[src/design/rdhf_pkg.sv]
// rdhf_pkg: shared types, constants and codes for the ROI depth hole-fill block.
// No dependencies.
package rdhf_pkg;

	localparam int MAX_RADIUS_DEF    = 64;
	localparam int MAX_FRAME_DIM_DEF = 2048;

	localparam int PIX_W      = 16;
	localparam int SRC_W      = 3;
	localparam int CX_W       = 11;
	localparam int CY_W       = 11;
	localparam int RAD_CFG_W  = 7;
	localparam int FW_CFG_W   = 12;
	localparam int MINC_W     = 13;
	localparam int CFG_IDX_W  = 3;
	localparam int CFG_DATA_W = 13;

	localparam logic [CFG_IDX_W-1:0] REG_CENTER_X    = 3'd0;
	localparam logic [CFG_IDX_W-1:0] REG_CENTER_Y    = 3'd1;
	localparam logic [CFG_IDX_W-1:0] REG_RADIUS      = 3'd2;
	localparam logic [CFG_IDX_W-1:0] REG_FRAME_WIDTH = 3'd3;
	localparam logic [CFG_IDX_W-1:0] REG_MIN_COUNT   = 3'd4;

	localparam logic [FW_CFG_W-1:0] FRAME_WIDTH_RST = 12'd640;
	localparam logic [MINC_W-1:0]   MIN_COUNT_RST   = 13'd10;

	localparam logic [PIX_W-1:0] NO_DATA = 16'hFFFF;

	localparam logic [SRC_W-1:0] SRC_CENTRE = 3'd0;
	localparam logic [SRC_W-1:0] SRC_BOTH   = 3'd1;
	localparam logic [SRC_W-1:0] SRC_RIGHT  = 3'd2;
	localparam logic [SRC_W-1:0] SRC_LEFT   = 3'd3;
	localparam logic [SRC_W-1:0] SRC_NONE   = 3'd4;

	typedef struct packed {
		logic [PIX_W-1:0] depth_pixel;
		logic             frame_end;
	} pix_t;

	typedef struct packed {
		logic [PIX_W-1:0] depth_out;
		logic [SRC_W-1:0] source;
	} res_t;

	typedef struct packed {
		logic acc;
		logic div_start;
		logic div_sel;
		logic lat_l;
		logic lat_r;
		logic load_out;
		logic clear;
	} cmd_t;

	typedef struct packed {
		logic frame_end;
		logic rad_zero;
		logic div_done;
	} st_t;

endpackage

[src/design/rdhf_div.sv]
// rdhf_div: unsigned restoring divider, one quotient bit per cycle.
// Standalone; used by rdhf_dp.
module rdhf_div #(
	parameter int NUM_W = 29,
	parameter int DEN_W = 13
) (
	input  logic             clk,
	input  logic             arst_n,
	input  logic             start,
	input  logic [NUM_W-1:0] num,
	input  logic [DEN_W-1:0] den,
	output logic             done,
	output logic [NUM_W-1:0] quot
);

	localparam int CNT_W = $clog2(NUM_W + 1);

	logic             busy_q;
	logic             done_q;
	logic [CNT_W-1:0] cnt_q;
	logic [NUM_W-1:0] quo_q;
	logic [DEN_W-1:0] rem_q;
	logic [DEN_W-1:0] den_q;

	logic [DEN_W:0]   rem_sh;
	logic [DEN_W+1:0] diff;
	logic             ge;

	assign rem_sh = {rem_q, quo_q[NUM_W-1]};
	assign diff   = {1'b0, rem_sh} - {2'b00, den_q};
	assign ge     = ~diff[DEN_W+1];

	always_ff @(posedge clk or negedge arst_n) begin
		if (!arst_n) begin
			busy_q <= 1'b0;
			done_q <= 1'b0;
			cnt_q  <= '0;
		end else begin
			done_q <= busy_q && (cnt_q == CNT_W'(1));
			if (start) begin
				busy_q <= 1'b1;
				cnt_q  <= CNT_W'(NUM_W);
			end else if (busy_q) begin
				cnt_q <= cnt_q - CNT_W'(1);
				if (cnt_q == CNT_W'(1))
					busy_q <= 1'b0;
			end
		end
	end

	always_ff @(posedge clk) begin
		if (start) begin
			quo_q <= num;
			rem_q <= '0;
			den_q <= den;
		end else if (busy_q) begin
			quo_q <= {quo_q[NUM_W-2:0], ge};
			rem_q <= ge ? diff[DEN_W-1:0] : rem_sh[DEN_W-1:0];
		end
	end

	assign done = done_q;
	assign quot = quo_q;

endmodule

[src/design/rdhf_dp.sv]
// rdhf_dp: configuration registers, pixel position, window sums, divider and result register.
// Depends on rdhf_pkg and rdhf_div.
module rdhf_dp #(
	parameter int MAX_RADIUS    = rdhf_pkg::MAX_RADIUS_DEF,
	parameter int MAX_FRAME_DIM = rdhf_pkg::MAX_FRAME_DIM_DEF
) (
	input  logic                                clk,
	input  logic                                arst_n,
	input  logic                                cfg_wr,
	input  logic [rdhf_pkg::CFG_IDX_W-1:0]      cfg_index,
	input  logic [rdhf_pkg::CFG_DATA_W-1:0]     cfg_data,
	input  rdhf_pkg::pix_t                      pix,
	input  rdhf_pkg::cmd_t                      cmd,
	output rdhf_pkg::st_t                       st,
	output rdhf_pkg::res_t                      res
);

	import rdhf_pkg::*;

	localparam int CNT_RAW = (2 * MAX_RADIUS + 1) * (MAX_RADIUS - 1) + 1;
	localparam int CNT_W   = (CNT_RAW > 2) ? $clog2(CNT_RAW) : 1;
	localparam int SUM_W   = CNT_W + PIX_W;
	localparam int POS_W   = $clog2(MAX_FRAME_DIM);
	localparam int DIM_W   = $clog2(MAX_FRAME_DIM + 1);
	localparam int XW      = ((DIM_W > FW_CFG_W) ? DIM_W : FW_CFG_W) + 1;
	localparam int RAD_W   = $clog2(MAX_RADIUS + 1);
	localparam int RW      = (RAD_W > RAD_CFG_W) ? RAD_W : RAD_CFG_W;
	localparam int MW      = (CNT_W > MINC_W) ? CNT_W : MINC_W;

	logic [CX_W-1:0]      cx_q;
	logic [CY_W-1:0]      cy_q;
	logic [RAD_CFG_W-1:0] rad_q;
	logic [FW_CFG_W-1:0]  fw_q;
	logic [MINC_W-1:0]    minc_q;

	logic [POS_W-1:0] col_q;
	logic [POS_W-1:0] row_q;
	logic [PIX_W-1:0] centre_q;
	logic [SUM_W-1:0] lsum_q;
	logic [SUM_W-1:0] rsum_q;
	logic [CNT_W-1:0] lcnt_q;
	logic [CNT_W-1:0] rcnt_q;
	logic [PIX_W-1:0] lavg_q;
	logic [PIX_W-1:0] ravg_q;
	res_t             res_q;

	logic [XW-1:0] fw_x, maxd_x, w_x, r_x, col_x, row_x, cx_x, cy_x, col_nx;
	logic [RW-1:0] rad_w;
	logic          in_rows, in_left, in_right, hit_centre, wrap, nz;
	logic          lq, rq;

	logic             div_done;
	logic [SUM_W-1:0] div_quot;
	logic [SUM_W-1:0] div_num;
	logic [CNT_W-1:0] div_den;

	always_comb begin
		fw_x   = XW'(fw_q);
		maxd_x = XW'(MAX_FRAME_DIM);
		w_x    = ((fw_q == '0) || (fw_x > maxd_x)) ? maxd_x : fw_x;
		rad_w  = RW'(rad_q);
		r_x    = (rad_w > RW'(MAX_RADIUS)) ? XW'(MAX_RADIUS) : XW'(rad_w);
		col_x  = XW'(col_q);
		row_x  = XW'(row_q);
		cx_x   = XW'(cx_q);
		cy_x   = XW'(cy_q);
		col_nx = col_x + XW'(1);
		wrap   = col_nx >= w_x;

		in_rows    = (row_x + r_x >= cy_x) && (row_x <= cy_x + r_x);
		in_left    = (col_x + r_x > cx_x) && (col_x < cx_x);
		in_right   = (col_x > cx_x) && (col_x < cx_x + r_x);
		hit_centre = (col_x == cx_x) && (row_x == cy_x);
		nz         = pix.depth_pixel != '0;

		lq = MW'(lcnt_q) > MW'(minc_q);
		rq = MW'(rcnt_q) > MW'(minc_q);
	end

	always_ff @(posedge clk or negedge arst_n) begin
		if (!arst_n) begin
			cx_q   <= '0;
			cy_q   <= '0;
			rad_q  <= '0;
			fw_q   <= FRAME_WIDTH_RST;
			minc_q <= MIN_COUNT_RST;
		end else if (cfg_wr) begin
			case (cfg_index)
				REG_CENTER_X:    cx_q   <= cfg_data[CX_W-1:0];
				REG_CENTER_Y:    cy_q   <= cfg_data[CY_W-1:0];
				REG_RADIUS:      rad_q  <= cfg_data[RAD_CFG_W-1:0];
				REG_FRAME_WIDTH: fw_q   <= cfg_data[FW_CFG_W-1:0];
				REG_MIN_COUNT:   minc_q <= cfg_data[MINC_W-1:0];
				default: ;
			endcase
		end
	end

	always_ff @(posedge clk or negedge arst_n) begin
		if (!arst_n) begin
			col_q    <= '0;
			row_q    <= '0;
			centre_q <= '0;
			lsum_q   <= '0;
			rsum_q   <= '0;
			lcnt_q   <= '0;
			rcnt_q   <= '0;
		end else if (cmd.clear) begin
			centre_q <= '0;
			lsum_q   <= '0;
			rsum_q   <= '0;
			lcnt_q   <= '0;
			rcnt_q   <= '0;
		end else if (cmd.acc) begin
			if (pix.frame_end && rad_q == '0) begin
				centre_q <= '0;
				lsum_q   <= '0;
				rsum_q   <= '0;
				lcnt_q   <= '0;
				rcnt_q   <= '0;
			end else begin
				if (hit_centre)
					centre_q <= pix.depth_pixel;
				if (nz && in_rows && in_left) begin
					lsum_q <= lsum_q + SUM_W'(pix.depth_pixel);
					lcnt_q <= lcnt_q + CNT_W'(1);
				end else if (nz && in_rows && in_right) begin
					rsum_q <= rsum_q + SUM_W'(pix.depth_pixel);
					rcnt_q <= rcnt_q + CNT_W'(1);
				end
			end
			if (pix.frame_end) begin
				col_q <= '0;
				row_q <= '0;
			end else if (wrap) begin
				col_q <= '0;
				row_q <= (row_q == POS_W'(MAX_FRAME_DIM - 1)) ? '0 : row_q + POS_W'(1);
			end else begin
				col_q <= col_nx[POS_W-1:0];
			end
		end
	end

	assign div_num = cmd.div_sel ? rsum_q : lsum_q;
	assign div_den = cmd.div_sel ? rcnt_q : lcnt_q;

	rdhf_div #(
		.NUM_W(SUM_W),
		.DEN_W(CNT_W)
	) u_div (
		.clk   (clk),
		.arst_n(arst_n),
		.start (cmd.div_start),
		.num   (div_num),
		.den   (div_den),
		.done  (div_done),
		.quot  (div_quot)
	);

	always_ff @(posedge clk) begin
		if (cmd.lat_l)
			lavg_q <= (lcnt_q == '0) ? '0 : div_quot[PIX_W-1:0];
		if (cmd.lat_r)
			ravg_q <= (rcnt_q == '0) ? '0 : div_quot[PIX_W-1:0];
		if (cmd.load_out) begin
			if (centre_q != '0) begin
				res_q.depth_out <= centre_q;
				res_q.source    <= SRC_CENTRE;
			end else if (lq && rq) begin
				res_q.depth_out <= (ravg_q > lavg_q) ? ravg_q : lavg_q;
				res_q.source    <= SRC_BOTH;
			end else if (rq) begin
				res_q.depth_out <= ravg_q;
				res_q.source    <= SRC_RIGHT;
			end else if (lq) begin
				res_q.depth_out <= lavg_q;
				res_q.source    <= SRC_LEFT;
			end else begin
				res_q.depth_out <= NO_DATA;
				res_q.source    <= SRC_NONE;
			end
		end
	end

	assign st.frame_end = pix.frame_end;
	assign st.rad_zero  = rad_q == '0;
	assign st.div_done  = div_done;
	assign res          = res_q;

endmodule

[src/design/rdhf_ctrl.sv]
// rdhf_ctrl: sequencer for pixel intake, the two side divisions and the result handoff.
// Depends on rdhf_pkg.
module rdhf_ctrl (
	input  logic           clk,
	input  logic           arst_n,
	input  logic           pix_valid,
	input  logic           res_stall,
	input  rdhf_pkg::st_t  st,
	output logic           pix_stall,
	output logic           res_valid,
	output rdhf_pkg::cmd_t cmd
);

	import rdhf_pkg::*;

	localparam logic [2:0] S_ACC = 3'd0;
	localparam logic [2:0] S_DLS = 3'd1;
	localparam logic [2:0] S_DLW = 3'd2;
	localparam logic [2:0] S_DRS = 3'd3;
	localparam logic [2:0] S_DRW = 3'd4;
	localparam logic [2:0] S_FIN = 3'd5;

	logic [2:0] state_q, state_d;
	logic       res_valid_q;
	logic       can_load;

	assign can_load = !res_valid_q || !res_stall;

	always_comb begin
		state_d = state_q;
		cmd     = '0;
		case (state_q)
			S_ACC: begin
				cmd.acc = pix_valid;
				if (pix_valid && st.frame_end && !st.rad_zero)
					state_d = S_DLS;
			end
			S_DLS: begin
				cmd.div_start = 1'b1;
				state_d       = S_DLW;
			end
			S_DLW: begin
				if (st.div_done) begin
					cmd.lat_l = 1'b1;
					state_d   = S_DRS;
				end
			end
			S_DRS: begin
				cmd.div_sel   = 1'b1;
				cmd.div_start = 1'b1;
				state_d       = S_DRW;
			end
			S_DRW: begin
				if (st.div_done) begin
					cmd.lat_r = 1'b1;
					state_d   = S_FIN;
				end
			end
			S_FIN: begin
				if (can_load) begin
					cmd.load_out = 1'b1;
					cmd.clear    = 1'b1;
					state_d      = S_ACC;
				end
			end
			default: state_d = S_ACC;
		endcase
	end

	always_ff @(posedge clk or negedge arst_n) begin
		if (!arst_n) begin
			state_q     <= S_ACC;
			res_valid_q <= 1'b0;
		end else begin
			state_q <= state_d;
			if (cmd.load_out)
				res_valid_q <= 1'b1;
			else if (!res_stall)
				res_valid_q <= 1'b0;
		end
	end

	assign pix_stall = state_q != S_ACC;
	assign res_valid = res_valid_q;

endmodule

[src/design/roi_depth_hole_fill.sv]
// roi_depth_hole_fill: ROI depth estimator with hole filling, top level.
// Depends on rdhf_pkg, rdhf_ctrl, rdhf_dp, rdhf_div.
// Throughput: one pixel per cycle within a frame.
// After a frame-end pixel with nonzero radius, input stalls while the shared divider runs
// two restoring divisions, left then right, over the sum width (29 bits at defaults); the
// result is loaded once both are done, later if the previous result is still held. Reset returns the
// registers to their defaults and clears the frame state.
module roi_depth_hole_fill #(
	parameter int MAX_RADIUS    = rdhf_pkg::MAX_RADIUS_DEF,
	parameter int MAX_FRAME_DIM = rdhf_pkg::MAX_FRAME_DIM_DEF
) (
	input  logic                            clk,
	input  logic                            arst_n,
	input  logic                            pix_valid,
	output logic                            pix_stall,
	input  rdhf_pkg::pix_t                  pix,
	output logic                            res_valid,
	input  logic                            res_stall,
	output rdhf_pkg::res_t                  res,
	input  logic                            cfg_valid,
	output logic                            cfg_ready,
	input  logic [rdhf_pkg::CFG_IDX_W-1:0]  cfg_index,
	input  logic [rdhf_pkg::CFG_DATA_W-1:0] cfg_data
);

	import rdhf_pkg::*;

	cmd_t cmd;
	st_t  st;

	assign cfg_ready = 1'b1;

	rdhf_ctrl u_ctrl (
		.clk      (clk),
		.arst_n   (arst_n),
		.pix_valid(pix_valid),
		.res_stall(res_stall),
		.st       (st),
		.pix_stall(pix_stall),
		.res_valid(res_valid),
		.cmd      (cmd)
	);

	rdhf_dp #(
		.MAX_RADIUS   (MAX_RADIUS),
		.MAX_FRAME_DIM(MAX_FRAME_DIM)
	) u_dp (
		.clk      (clk),
		.arst_n   (arst_n),
		.cfg_wr   (cfg_valid && cfg_ready),
		.cfg_index(cfg_index),
		.cfg_data (cfg_data),
		.pix      (pix),
		.cmd      (cmd),
		.st       (st),
		.res      (res)
	);

endmodule

[config.mk]
export PLATFORM = sky130hd
export DESIGN_NAME = roi_depth_hole_fill
export DESIGN_NICKNAME = d
export VERILOG_FILES = /design/src/design/rdhf_pkg.sv /design/src/design/rdhf_div.sv /design/src/design/rdhf_dp.sv /design/src/design/rdhf_ctrl.sv /design/src/design/roi_depth_hole_fill.sv
export SDC_FILE = /design/constraint.sdc
export NUM_CORES = 1
export LEC_CHECK = 0
export ABC_AREA = 1
export BUFFER_PORTS_ARGS = -buffer_cell sky130_fd_sc_hd__buf_2
export CORE_ASPECT_RATIO = 0.6
export CORE_MARGIN = 2
export CORE_UTILIZATION = 40
export DETAILED_ROUTE_END_ITERATION = 8
export MAX_ROUTING_LAYER = met4
export PLACE_DENSITY_LB_ADDON = 0.12
export SKIP_LAST_GASP = 1
export SLEW_MARGIN = 0
export SYNTH_ARGS = -nofsm -noshare
export SYNTH_HDL_FRONTEND = slang
export SYNTH_SLANG_ARGS = --single-unit
[constraint.sdc]
create_clock -name clk -period 11.5 [get_ports clk]
set_input_delay 0.575 -clock clk [delete_from_list [all_inputs] [get_ports clk]]
set_output_delay 0.575 -clock clk [all_outputs]
set_load 0.05 [all_outputs]
Yosys cells after proc, flatten, opt, wreduce, memory -nomap -nowiden:

Index checks and enable logic that the tools add are counted.

* memory bits (read-only): 0
* RAM bits: 0
* register bits after elaboration: 293
* bits in latches: 0
* input port bits: 38
* memories: 0

* div/mod/pow operators: 0
* eq/ne operators: 19
* reductions and logical operators: 46
* shift operators: 0
* multipliers: 0
* add/subtract/negate cells: 12
* magnitude comparators: 12
* bitwise logic cells: 2
* muxes and demuxes: 59

Operator list (number)
* 29-bit two-way mux: 12
* 13-bit two-way mux: 11
* 16-bit two-way mux: 5
* 19-bit two-way mux: 4
* 29-bit by 16-bit adder with 29-bit output: 2
* 11-bit two-way mux: 5
* 11-bit by 13-bit adder with 13-bit output: 4
* 16-bit nonzero test: 2
* 13-bit by 1-bit adder with 13-bit output, second input constant: 2
* 13-bit greater-than comparator: 2
* 13-bit zero test: 2
* 11-bit equality test: 2
* 3-bit one-hot mux with 6 select lines: 1
* 16-bit greater-than comparator: 1
* 2-bit AND reduction: 8
* 14-bit by 13-bit subtractor with 15-bit output: 1
* 13-bit by 11-bit greater-or-equal comparator with 1-bit output: 1
* 13-bit greater-or-equal comparator: 1
* 13-bit by 11-bit greater-than comparator with 1-bit output: 1
* 11-bit by 13-bit <= comparator with 1-bit output: 1
* 11-bit by 13-bit less-than comparator with 1-bit output: 1
* 11-bit by 1-bit adder with 12-bit output, second input constant: 1
* 3-bit by 2-bit equality test with 1-bit output, second input constant: 4
* 12-bit greater-than comparator, second input constant: 1
* other kinds (30): 75

Depth between registers and ports, before layout:

* depth in word-level cells: 12
* gate-level depth with buffers: 33
* gate-level depth less buffers: 31

By module:

From an unflattened synthesis, not the netlist that was laid out.

* cell total of the unflattened synthesis: 3021
* area, all modules: 21839.7 um^2

By module, submodules not included
* rdhf_dp: instances 1, cells each 2541, area an instance 17978.5 um^2
* rdhf_div: instances 1, cells each 437, area an instance 3565.9 um^2
* rdhf_ctrl: instances 1, cells each 41, area an instance 284.0 um^2
* roi_depth_hole_fill: instances 1, cells each 2, area an instance 11.3 um^2

Worst setup path before layout:

Ideal clock, no wire load.

* kind: flip-flop to flip-flop
* start point: register u_dp.rad_q[4]
* end point: register u_dp.lsum_q[27]
* period minus slack after synthesis: 3.829 ns
* setup slack: 7.671 ns
* stages on the path, launching flop included: 31
* arrival: 3.712 ns
* buffers on the path: 2
* library setup time: 0.117 ns
* cell sequence: dfrtp_1 nor2_1 nand3_2 nand2_4 nand2_1 inv_1 ha_1 a21oi_1 nand2_1 nand2_1 nor2_1 o21ai_0 o21ai_0 xor2_1 ha_1 nand2_1 a21oi_1 nor2_1 nand2_1 nor2_1 nand2_1 a21boi_0 nand3_1 nand2_1 inv_1 nand2_2 nand2_2 buf_6 buf_6 nand2_1 nand2_1

* cells in the longest elaborated chain, start to end: 9
* elaborated cells between the ends (all ways): 19
* classes of those cells: 3 x add/sub; 4 x order compare; 4 x mux; 8 x reduce/logical

RTL lines
* from (decl): line rdhf_dp.sv:32 `logic [RAD_CFG_W-1:0] rad_q;`
* from (signal assigned): line rdhf_dp.sv:91 `REG_RADIUS: rad_q <= cfg_data[RAD_CFG_W-1:0];`
* 7-bit greater-than comparator: line rdhf_dp.sv:62 `r_x = (rad_w > RW'(MAX_RADIUS)) ? XW'(MAX_RADIUS) : XW'(rad_w);`
* 7-bit two-way mux: line rdhf_dp.sv:62
* 11-bit by 13-bit adder with 13-bit output: line rdhf_dp.sv:70 `in_rows = (row_x + r_x >= cy_x) && (row_x <= cy_x + r_x);`
* 13-bit by 11-bit greater-or-equal comparator with 1-bit output or 11-bit by 13-bit <= comparator with 1-bit output (tied branches): line rdhf_dp.sv:70
* 1-bit logical AND: line rdhf_dp.sv:70
* 1-bit logical AND (2 in a row): line rdhf_dp.sv:124 `if (nz && in_rows && in_left) begin`
* 3-bit nonzero test (no line)
* 2-bit AND reduction (no line)
* to (signal assigned): line rdhf_dp.sv:125 `lsum_q <= lsum_q + SUM_W'(pix.depth_pixel);`
* to (decl): line rdhf_dp.sv:39 `logic [SUM_W-1:0] lsum_q;`

Parallel ways exist; a longest one is shown, timed or not. The select of a mux whose other input is x is not followed.
A chain may end at the register's enable or synchronous reset.

Final worst setup path:

* start point: register u_dp.rad_q[4]
* end point: register u_dp.lsum_q[28]

The elaborated chain is that of the path after synthesis.

==> reports/qor.yml <==
floorplan.initialDensity: 0.408
finalWorstSetupSlack_ns: 5.21
setup_repair_after_global_routing_missed_its_margin: "false"
finalClockSkew_ns: 0.0291
grt_first_pass_wirelength_mm: 109
area_of_the_multi_input_gates_mm2: 0.0117
power.ir.vdd_worst_mv: 0.0967
maximum_clock_frequency_ghz: 0.159
total_of_cells_resized_after_clock_tree_synthesis: 0
cts_tree: "built"
tritoncts.num_buffers: 34
report.final.slew_viol_count: 0
crit_path_start_kind: "register"
tns_ns: 0
critical_path.reg2reg.startpoint: "u_dp.rad_q[4]$_DFFE_PN0P_"
postRouteAntennaNets: 0
post_synth_and_or_nand_nor_area_fraction: 0.278
timing.critical_path.fanout_max: 43
finalHoldViolations: 0
edff_count_synth: 93
die-height_um: 181
critPathKind: "reg2reg"
postSynthAreaPerCell_um2: 7.45
synth.lib_cells_used.distinct: 54
dpl_worst_slack_ns: 5.35
instances_no_fill: 3559
first_iter_violations: 2416
grt_antenna_before_repair: 0
fillers: 5237
route.detailed.wl_per_inst_um: 19.9
std_cell_rows: 64
netlist_area_before_placement_mm2: 0.0210
cts.reportedPaths.clkPinSlew_ns: 0.06
power.density_mw_per_mm2: 221
placement.io_buffers: 58
grt.total_usage: 0.267
cts.root.buffer_cell: "sky130_fd_sc_hd__clkbuf_16"
p_leak_nw: 11.2
clk-insertion-delay-late_ns: 0.55
synthArstFlopShare: 0.638
cts.repair_timing.setup_buffer_count: 0
layout_worst_path_cycle_share: 0.547
setup.worst_path.end_class: "register"
cp.arrival_ns: 6.71
synthFlopType: "sky130_fd_sc_hd__dfrtp_1"
most_numerous_cell_types_in_the_synthesized_netlist: "704 x sky130_fd_sc_hd__nand2_1, 310 x sky130_fd_sc_hd__inv_1, 256 x sky130_fd_sc_hd__nor2_1, 225 x sky130_fd_sc_hd__nand3_1, 183 x sky130_fd_sc_hd__dfrtp_1"
clock_sinks: 293
slew-limit-headroom: 0.197
grt_pass1_vias: 17600
diodes: 0
cells_after_dpl: 3497
drt-pass1-iter-count: 6
detailedPlacementHpwl_mm: 53.4
post-synth-top-area-fraction: 0.218
count_of_nets_after_finishing: 3066
synth.net_count: 3039
layout-drive-gt1-share: 0.0590
critical_path.startpoint: "u_dp.rad_q[4]$_DFFE_PN0P_"
worst-slew-pin-transition_ns: 1.20
design.portCount: 60
avgViaCountPerCell: 5.54
layout-area-overhead-vs-synth_pct: 9.66
syn-instance-count: 2813
required_ns: 11.92
synth_seq_cells: 293
netlist.top_cell.by_area: "sky130_fd_sc_hd__dfrtp_1"
fin_crit_ns: 6.29
run_status: "finished clean"
rrSetupSlack_ns: 5.21
die_width_um: 300
compound_cell_area_share_of_the_yosys_netlist: 0.121
fp.coreArea_mm2: 0.0513
pin_count_of_the_biggest_net_entering_global_routing: 75
drt_drc_violations_left: 0
setup_viol_count_final: 0
synth_mux_area_frac: 0
sequential_area_share_after_synthesis: 0.369
grt-ovfl-total: 0
xor_xnor_portion_of_the_synthesized_cell_area: 0.0422
timing.critical_path.to: "u_dp.lsum_q[28]$_DFFE_PN0P_"
maxCapViolations: 0
synth.top_cells.by_area: "sky130_fd_sc_hd__dfrtp_1 22%, sky130_fd_sc_hd__edfxtp_1 13%, sky130_fd_sc_hd__nand2_1 13%"
synth.yosys.warnings: 0
sequential_cell_area_mm2: 0.00774
synth.most_common_cell: "sky130_fd_sc_hd__nand2_1"
die_area_mm2: 0.0543
clockBufferDepth: 3
gp_congestion: 1.01
via_count: 19700
h_tree_depth_reported_by_cts: 2
postLayoutCoreUtil: 0.448
hold_path_class: "in2async"
ctsHoldBuffers: 0
r2r-end: "u_dp.lsum_q[28]$_DFFE_PN0P_"
post_synth_fa_ha_maj_area_fraction: 0.115
synth_top_family_by_area: "simple AND/OR/NAND/NOR gates"
drt_wl_total_mm: 70.6
worst_r2r_path_depth: 27
[through the flow]
step	hold slack [ns]	instance area, um^2	power [mW]
2_1_floorplan	0.279	21000	3.25
3_3_place_gp	0.470	21900	3.95
3_5_place_dp	0.477	21900	3.98
4_1_cts	0.0770	23000	5.07
5_1_grt	0.107	23000	5.48
6_report	0.0772	23000	5.08
[state kept, by name, summed over array words and instances (netlist names), 3 cells and up]
signal            count
u_dp.lsum_q          29
u_dp.rcnt_q          13
u_dp.rad_q            7
u_dp.u_div.quot      29
u_dp.col_q           11
u_dp.rsum_q          29
u_dp.u_div.cnt_q      5
u_ctrl.state_q        3
u_dp.minc_q          13
u_dp.lavg_q          16
u_dp.ravg_q          16
u_dp.cx_q            11
u_dp.centre_q        16
u_dp.fw_q            12
u_dp.lcnt_q          13
u_dp.u_div.rem_q     13
u_dp.u_div.den_q     13
u_dp.res             19
u_dp.row_q           11
u_dp.cy_q            11
[worst min path at each step]
stage                                     startpoint                               end  cells after the start
floorplan                                     arst_n      u_ctrl.res_valid$_DFFE_PN0P_                      0
global placement           u_dp.cx_q[10]$_DFFE_PN0P_         u_dp.cx_q[10]$_DFFE_PN0P_                      2
detailed placement  u_dp.u_div.rem_q[9]$_SDFFE_PN0P_  u_dp.u_div.rem_q[9]$_SDFFE_PN0P_                      2
CTS                                           arst_n         u_dp.row_q[5]$_DFFE_PN0P_                      1
global route                                  arst_n          u_dp.cy_q[1]$_DFFE_PN0P_                      1
finish                                        arst_n        u_dp.row_q[10]$_DFFE_PN0P_                      1
[layout make-up]
type,instances,share of cell area
Timing Repair Buffer,78,0.0195
Sequential cell,293,0.337
Inverter,317,0.0518
Clock inverter,19,0.00642
Clock buffer,43,0.0402
Multi-Input combinational cell,2116,0.508
Tap cell,693,0.0377
[power by group]
group | total, mW | internal (mW) | switching [mW] | leakage, nW
clock | 1.07 | 0.582 | 0.488 | 0.511
combinational | 2.40 | 0.793 | 1.61 | 7.25
sequential | 1.61 | 1.37 | 0.236 | 3.42
total | 5.08 | 2.74 | 2.33 | 11.2
[metal layers]
layer,track usage,vias up,share of wire
met5,-,-,0
met4,0.0372,0,0.011
met3,0.0539,55,0.089
met2,0.314,783,0.35
met1,0.452,9408,0.55
li1,-,9482,-
[cell usage in the layout, fill, tap and decap left out, types with 10 or more instances in the layout]
cell type | synthesis | routed
sky130_fd_sc_hd__buf_4 | 2 | 20
sky130_fd_sc_hd__o21ai_0 | 177 | 177
sky130_fd_sc_hd__nor2_1 | 256 | 255
sky130_fd_sc_hd__nor3_1 | 56 | 56
sky130_fd_sc_hd__clkbuf_16 | 0 | 34
sky130_fd_sc_hd__nand4_1 | 53 | 53
sky130_fd_sc_hd__nand2_1 | 704 | 704
sky130_fd_sc_hd__ha_1 | 181 | 181
sky130_fd_sc_hd__o21bai_1 | 11 | 11
sky130_fd_sc_hd__inv_1 | 310 | 310
sky130_fd_sc_hd__dfrtp_1 | 183 | 183
sky130_fd_sc_hd__a22oi_1 | 18 | 18
sky130_fd_sc_hd__buf_2 | 16 | 57
sky130_fd_sc_hd__o21ai_1 | 11 | 11
sky130_fd_sc_hd__a21oi_1 | 180 | 180
sky130_fd_sc_hd__xor2_1 | 75 | 75
sky130_fd_sc_hd__a31oi_1 | 23 | 23
sky130_fd_sc_hd__edfxtp_1 | 93 | 93
sky130_fd_sc_hd__dfxtp_1 | 13 | 13
sky130_fd_sc_hd__nor4_1 | 33 | 31
sky130_fd_sc_hd__xnor2_1 | 26 | 26
sky130_fd_sc_hd__a21o_1 | 10 | 10
sky130_fd_sc_hd__nand3_1 | 225 | 225
[kinds of logic (layout without fill, tap and decap cells)]
kind of cell    Yosys count  after routing
xor+xnor                101            101
simple gates           1364           1364
compound gates          462            462
buf+inv                 404            457
other cells               1              1
flops                   293            293
fa+ha+maj               188            188
[worst max-delay path: stages (launching register included)]
cell and delay (ns):
sky130_fd_sc_hd__dfrtp_1 0.46, sky130_fd_sc_hd__nor2_1 0.16, sky130_fd_sc_hd__nand3_2 0.13, sky130_fd_sc_hd__a21boi_0 0.87, sky130_fd_sc_hd__ha_1 0.34, sky130_fd_sc_hd__inv_1 0.07
sky130_fd_sc_hd__fa_1 0.37, sky130_fd_sc_hd__inv_1 0.13, sky130_fd_sc_hd__nand3_1 0.10, sky130_fd_sc_hd__nand2_1 0.11, sky130_fd_sc_hd__nand3_1 0.07, sky130_fd_sc_hd__nand2_1 0.11
sky130_fd_sc_hd__xor2_1 0.16, sky130_fd_sc_hd__ha_1 0.26, sky130_fd_sc_hd__nand2_1 0.09, sky130_fd_sc_hd__a21oi_1 0.05, sky130_fd_sc_hd__nor2_1 0.08, sky130_fd_sc_hd__nand2_1 0.05
sky130_fd_sc_hd__nor2_1 0.08, sky130_fd_sc_hd__nand2_1 0.05, sky130_fd_sc_hd__a21boi_0 0.15, sky130_fd_sc_hd__nand3_1 0.21, sky130_fd_sc_hd__nand2_1 0.13, sky130_fd_sc_hd__inv_1 0.09
sky130_fd_sc_hd__nand2_2 0.69, sky130_fd_sc_hd__nand2_2 0.80, sky130_fd_sc_hd__nand2_1 0.25, sky130_fd_sc_hd__nand2_1 0.07
(Power assumes the default switching activity.)
